## src/rtl/direct_mapped_move_book_assert.svh

```systemverilog
// assertion macros for the move book, clocked on clk_i and held off during rst_ni
`ifndef DIRECT_MAPPED_MOVE_BOOK_ASSERT_SVH
`define DIRECT_MAPPED_MOVE_BOOK_ASSERT_SVH

// consequent must hold in the same cycle as the antecedent
`define DMMB_ASSERT_NOW(lbl, ante, cons, msg) \
  lbl: assert property (@(posedge clk_i) disable iff (!rst_ni) (ante) |-> (cons)) \
    else $error(msg);

// consequent must hold in the cycle after the antecedent
`define DMMB_ASSERT_NEXT(lbl, ante, cons, msg) \
  lbl: assert property (@(posedge clk_i) disable iff (!rst_ni) (ante) |=> (cons)) \
    else $error(msg);

`endif

```

## src/rtl/dmmb_pkg.sv

```systemverilog
// shared types and constants of the move book
package dmmb_pkg;

  localparam int unsigned KEY_W       = 64;
  localparam int unsigned MOVE_IN_W   = 16;
  localparam int unsigned MOVE_OUT_W  = 16;
  localparam int unsigned STATUS_W    = 3;
  localparam int unsigned COUNT_OUT_W = 3;

  typedef enum logic {
    OP_PROBE = 1'b0,
    OP_STORE = 1'b1
  } op_e;

  typedef enum logic [STATUS_W-1:0] {
    ST_HIT    = 3'd0,
    ST_MISS   = 3'd1,
    ST_STORED = 3'd2,
    ST_DUP    = 3'd3,
    ST_FULL   = 3'd4
  } status_e;

  typedef enum logic [1:0] {
    CNT_ZERO = 2'd0,
    CNT_OLD  = 2'd1,
    CNT_NEW  = 2'd2
  } cnt_sel_e;

  typedef enum logic [2:0] {
    S_CLEAR  = 3'd0,
    S_IDLE   = 3'd1,
    S_DECIDE = 3'd2,
    S_STREAM = 3'd3,
    S_SCAN   = 3'd4
  } ctrl_state_e;

  // controller to datapath
  typedef struct packed {
    logic     load;
    logic     clr_step;
    logic     ent_wr;
    logic     ent_inc;
    logic     mv_wr;
    logic     rd_first;
    logic     rd_next;
    logic     emit;
    status_e  emit_status;
    logic     emit_move;
    cnt_sel_e emit_cnt;
    logic     emit_last;
  } cmd_t;

  // datapath to controller
  typedef struct packed {
    logic clr_done;
    logic tag_hit;
    logic cnt_zero;
    logic cnt_full;
    logic slot_last;
    logic mv_match;
    op_e  op;
  } sts_t;

endpackage

```

## src/rtl/dmmb_ctrl.sv

```systemverilog
// controller state machine of the move book
module dmmb_ctrl import dmmb_pkg::*; (
  input  logic clk_i,
  input  logic rst_ni,
  input  logic start_i,
  input  sts_t sts_i,
  output logic busy_o,
  output cmd_t cmd_o
);

  ctrl_state_e state_q, state_d;

  always_ff @(posedge clk_i or negedge rst_ni) begin
    if (!rst_ni) begin
      state_q <= S_CLEAR;
    end else begin
      state_q <= state_d;
    end
  end

  always_comb begin
    state_d = state_q;
    cmd_o   = '0;
    cmd_o.emit_status = ST_HIT;
    cmd_o.emit_cnt    = CNT_ZERO;
    busy_o  = (state_q != S_IDLE);
    case (state_q)
      S_CLEAR: begin
        cmd_o.clr_step = 1'b1;
        if (sts_i.clr_done) state_d = S_IDLE;
      end
      S_IDLE: begin
        if (start_i) begin
          cmd_o.load = 1'b1;
          state_d    = S_DECIDE;
        end
      end
      S_DECIDE: begin
        if (sts_i.op == OP_PROBE) begin
          if (!sts_i.tag_hit) begin
            cmd_o.emit        = 1'b1;
            cmd_o.emit_status = ST_MISS;
            cmd_o.emit_last   = 1'b1;
            state_d           = S_IDLE;
          end else if (sts_i.cnt_zero) begin
            cmd_o.emit        = 1'b1;
            cmd_o.emit_status = ST_HIT;
            cmd_o.emit_last   = 1'b1;
            state_d           = S_IDLE;
          end else begin
            cmd_o.rd_first = 1'b1;
            state_d        = S_STREAM;
          end
        end else begin
          cmd_o.ent_wr = 1'b1;
          if (sts_i.cnt_full) begin
            cmd_o.emit        = 1'b1;
            cmd_o.emit_status = ST_FULL;
            cmd_o.emit_cnt    = CNT_OLD;
            cmd_o.emit_last   = 1'b1;
            state_d           = S_IDLE;
          end else if (sts_i.cnt_zero) begin
            cmd_o.ent_inc     = 1'b1;
            cmd_o.mv_wr       = 1'b1;
            cmd_o.emit        = 1'b1;
            cmd_o.emit_status = ST_STORED;
            cmd_o.emit_cnt    = CNT_NEW;
            cmd_o.emit_last   = 1'b1;
            state_d           = S_IDLE;
          end else begin
            cmd_o.rd_first = 1'b1;
            state_d        = S_SCAN;
          end
        end
      end
      S_STREAM: begin
        cmd_o.emit        = 1'b1;
        cmd_o.emit_status = ST_HIT;
        cmd_o.emit_move   = 1'b1;
        cmd_o.emit_cnt    = CNT_OLD;
        cmd_o.emit_last   = sts_i.slot_last;
        if (sts_i.slot_last) begin
          state_d = S_IDLE;
        end else begin
          cmd_o.rd_next = 1'b1;
        end
      end
      S_SCAN: begin
        if (sts_i.mv_match) begin
          cmd_o.emit        = 1'b1;
          cmd_o.emit_status = ST_DUP;
          cmd_o.emit_cnt    = CNT_OLD;
          cmd_o.emit_last   = 1'b1;
          state_d           = S_IDLE;
        end else if (sts_i.slot_last) begin
          cmd_o.ent_wr      = 1'b1;
          cmd_o.ent_inc     = 1'b1;
          cmd_o.mv_wr       = 1'b1;
          cmd_o.emit        = 1'b1;
          cmd_o.emit_status = ST_STORED;
          cmd_o.emit_cnt    = CNT_NEW;
          cmd_o.emit_last   = 1'b1;
          state_d           = S_IDLE;
        end else begin
          cmd_o.rd_next = 1'b1;
        end
      end
      default: begin
        state_d = S_CLEAR;
      end
    endcase
  end

endmodule

```

## config.mk

```make
export PLATFORM = sky130hd
export DESIGN_NAME = dmmb_ctrl
export DESIGN_NICKNAME = d
export VERILOG_FILES = /design/src/rtl/direct_mapped_move_book_assert.svh /design/src/rtl/dmmb_pkg.sv /design/src/rtl/dmmb_ctrl.sv
export SDC_FILE = /design/constraint.sdc
export NUM_CORES = 1
export LEC_CHECK = 0
export ABC_AREA = 1
export BUFFER_PORTS_ARGS = -buffer_cell sky130_fd_sc_hd__buf_2
export CAP_MARGIN = 30
export CORE_AREA = 5 5 42 44
export CTS_BUF_LIST = sky130_fd_sc_hd__clkbuf_4
export DETAILED_ROUTE_END_ITERATION = 12
export DIE_AREA = 0 0 47 49
export GPL_TIMING_DRIVEN = 0
export PLACE_DENSITY = 0.69
export SYNTH_ARGS = -nofsm -noshare
export SYNTH_HDL_FRONTEND = slang
export SYNTH_SLANG_ARGS = --single-unit
export TNS_END_PERCENT = 1
```

## constraint.sdc

```tcl
create_clock -name clk_i -period 1.55 [get_ports clk_i]
set_input_delay 0.3875 -clock clk_i [delete_from_list [all_inputs] [get_ports clk_i]]
set_output_delay 0.3875 -clock clk_i [all_outputs]
set_load 0.05 [all_outputs]
```

==> metrics.yaml <==
cts:
  clkTransAtPathRegs_ns: 0.04
  cts.path.max_buffers: 2
  numCtsBuffers: 3
  root_buffer: "clkbuf_4"
  h-tree-depth: 1
  cts_sinks: 3
  cts_tree: "yes"
  clk_latency_ns: 0.24
global_route:
  grt.met2_usage_pct: 19.68
  grtUsageTotal_pct: 11.16
  grt_pass1_wl_um: 1876
  globalRouteOverflowTotal: 0
  use_met3_pct: 2.583
  grt_max_degree: 7
  antenna_found_initial: 0
  grt_pass1_vias: 499
  gr-max-usage-layer: "met2"
  use_met1_pct: 11.53
logic_synthesis:
  yosys-top-cells-area: "dfrtp_1, nand2_1, inv_1, nor2_1, nand3_1"
  synthesis.nets: 73
  synth_top_family_by_area: "simple AND/OR/NAND/NOR gates"
  yosysTopAreaCell: "dfrtp_1"
  syn_area_per_cell_um2: 5.620
  synthAdderAreaFrac_pct: 0
  synthXorXnorAreaFrac_pct: 0
  ys_warn_count: 0
  synthMuxAreaShare_pct: 0
  synth-seq-cells: 3
  synthSimpleGateAreaFrac_pct: 50.53
  synthCells: 63
  synth_top_area_share_pct: 21.20
  synth_compound_area_share_pct: 11.31
  syn_area_um2: 354.1
  ys_seq_area_share_pct: 21.20
  synth_cell_type_count: 16
pwr:
  power_w: 0.001400
  p_per_area_nw_per_um2: 1893
  p_leak_nw: 0.4209
  peakVddDrop_mv: 0.9710
die:
  die_y_um: 49
  die_area_um2: 2303
  start_util_pct: 25.27
  num_rows: 14
  io_pins: 26
  die_w_um: 47
  coreArea_um2: 1401
job:
  maxCapViolCount: 0
timing:
  finalCritPeriodShare_pct: 115.2
  tightest_slew_ns: 0.2113
  skew_ns: 0.003367
  slew_headroom_pct: 85.83
  setup_violations: 15
  hold_viol: 0
  period_needed_ns: 1.785
  slew_viol_final: 0
  fin_tns_setup_ns: -2.589
  fin_ws_ns: -0.2350
  fmax_ghz: 0.5602
  rsz0062_at_grt: "true"
min_path:
  min_from: "start_i"
  hold_class: "in2reg"
  min_to: "state_q[0]"
  min_path_cells: 4
routing:
  drc: 0
  avgViaCountPerCell: 4.535
  postRouteAntennaNets: 0
  routed_wl_um: 1188
  dr.pass1.iters: 4
  vias: 517
  drt_iter0_markers: 10
  post_drt_wl_per_cell_um: 10.42
worst_setup_path:
  cpLargestDelayFamily: "flip-flops"
  r2r-end: "state_q[0]"
  path_cells: "nor2_4, nand2_4, inv_4, nand4_4, nand2_2, buf_4, buf_8"
  start_kind: "flip-flop"
  critPathMaxFanout: 4
  reg2reg_slack_ns: 0.29
  critPathKind: "reg2out"
  reg2reg_from: "state_q[2]"
  crit_slowest_cell: "dfrtp_2"
  end_kind: "output port"
  required_ns: 1.16
  max_stage_delay_ns: 0.44
  rr_worst_depth: 8
  crit_buf_inv: 3
  arrival_ns: 1.40
cells_and_area:
  fin_nets: 109
  largest_reg_flops: 3
  largestRegisters: "state_q: 3 flops"
  drive_gt1_share_pct: 58.16
  regMostFlops: "state_q"
  areaGrowthSynthToFinish_pct: 108.8
  antennaDiodeCount: 0
placement:
  numPortBuffers: 25
  gp_congestion: 0.7117
  dp_hpwl_um: 856.8
run_status:
  violations: "setup timing"
  status: "finished with violations"
-- worst reg2reg max path, cell delays in order (launching register included) --
cell and delay (ns):
dfrtp_2 0.44, buf_4 0.15, buf_4 0.12, nor2_2 0.14, nand2_1 0.07, nand2_1 0.09, inv_1 0.04, nand2_1 0.05
nand2_1 0.05
-- synth_stat cells (all sizes together) --
master	count
nor3	1
buf	1
a21oi	2
dfrtp	3
inv	14
o21ai	3
nand2	19
o211ai	1
o31ai	1
nand3	7
nor2	10
nand4	1
-- area by class of cell --
type / instances / area [um^2]
multi-input cells: 45 / 279.0
inverters: 14 / 55.05
well taps: 16 / 20.02
repair buffers: 31 / 269.0
fillers: 143 / 661.9
plain buffers: 1 / 7.507
flip-flops and latches: 3 / 78.83
clock buffers: 4 / 30.03
-- metrics by stage --
step	cell area (um^2)	cells	hold WS, ns	utilization [%]	setup WS [ns]
CTS	713.2	113	0.4473	50.89	-0.2342
detailed placement	513.0	104	0.1846	36.61	-0.2043
finish	739.5	114	0.4514	52.77	-0.2350
global placement	513.0	104	0.1821	36.61	-0.1710
global route	739.5	114	0.4598	52.77	-0.3104
floorplan	367.9	63	0.09191	-	-0.2619
-- timing repair --
item	4_1_cts	5_1_grt
resized for setup	41	6
hold buffers	1	0
setup endpoints to repair	16	16
pin swaps	1	2
gates cloned	0	0
buffers inserted	4	1
endpoints found under the hold margin	3	0
-- power by group --
group	internal [W]	switching [W]
clock	0.000114	0.0000439
sequential	0.000111	0.0000550
combinational	0.000372	0.000704
-- cells by family (layout without fill, tap and decap cells) --
group | Yosys count | count (layout)
compound gates | 7 | 7
simple gates | 38 | 38
flops | 3 | 3
buf+inv | 15 | 50
-- metal layers --
layer	up-vias	share of wire, %
li1	266	-
met1	228	36
met2	21	54
met3	2	8.6
met4	0	1.6
met5	-	0
-- worst max path at each step --
stage	cells past startpoint	slack, ns	to	start
final	7	-0.23	cmd_o[11]	state_q[2]
after global routing	7	-0.31	cmd_o[11]	state_q[2]
after CTS	7	-0.23	cmd_o[11]	state_q[0]
after detailed placement	7	-0.20	cmd_o[11]	state_q[1]
after global placement	7	-0.17	cmd_o[11]	state_q[1]
after floorplan	3	-0.26	cmd_o[4]	state_q[2]
-- placed cells by master (no fill, tap or decap) --
| cell type | Yosys | routed |
|---|---|---|
| inv_1 | 12 | 9 |
| dlygate4sd3_1 | 0 | 1 |
| nor2_1 | 9 | 6 |
| dfrtp_2 | 0 | 3 |
| clkbuf_4 | 0 | 4 |
| nand3_2 | 1 | 2 |
| a21oi_2 | 0 | 1 |
| buf_6 | 0 | 13 |
| nand4_4 | 0 | 1 |
| nor2_4 | 0 | 2 |
| nand3_4 | 0 | 1 |
| o21ai_1 | 0 | 1 |
| inv_2 | 2 | 4 |
| o21ai_0 | 3 | 2 |
| buf_4 | 1 | 8 |
| nand3_1 | 6 | 4 |
| a21oi_1 | 2 | 1 |
| nor3_2 | 1 | 1 |
| nor2_2 | 1 | 2 |
| nand2_2 | 2 | 2 |
| inv_4 | 0 | 1 |
| buf_2 | 0 | 9 |
| buf_8 | 0 | 1 |
| o211ai_1 | 1 | 1 |
| nand2_1 | 17 | 16 |
| o31ai_2 | 0 | 1 |
| nand2_4 | 0 | 1 |
Note: power is estimated with default switching activity, not from simulation.
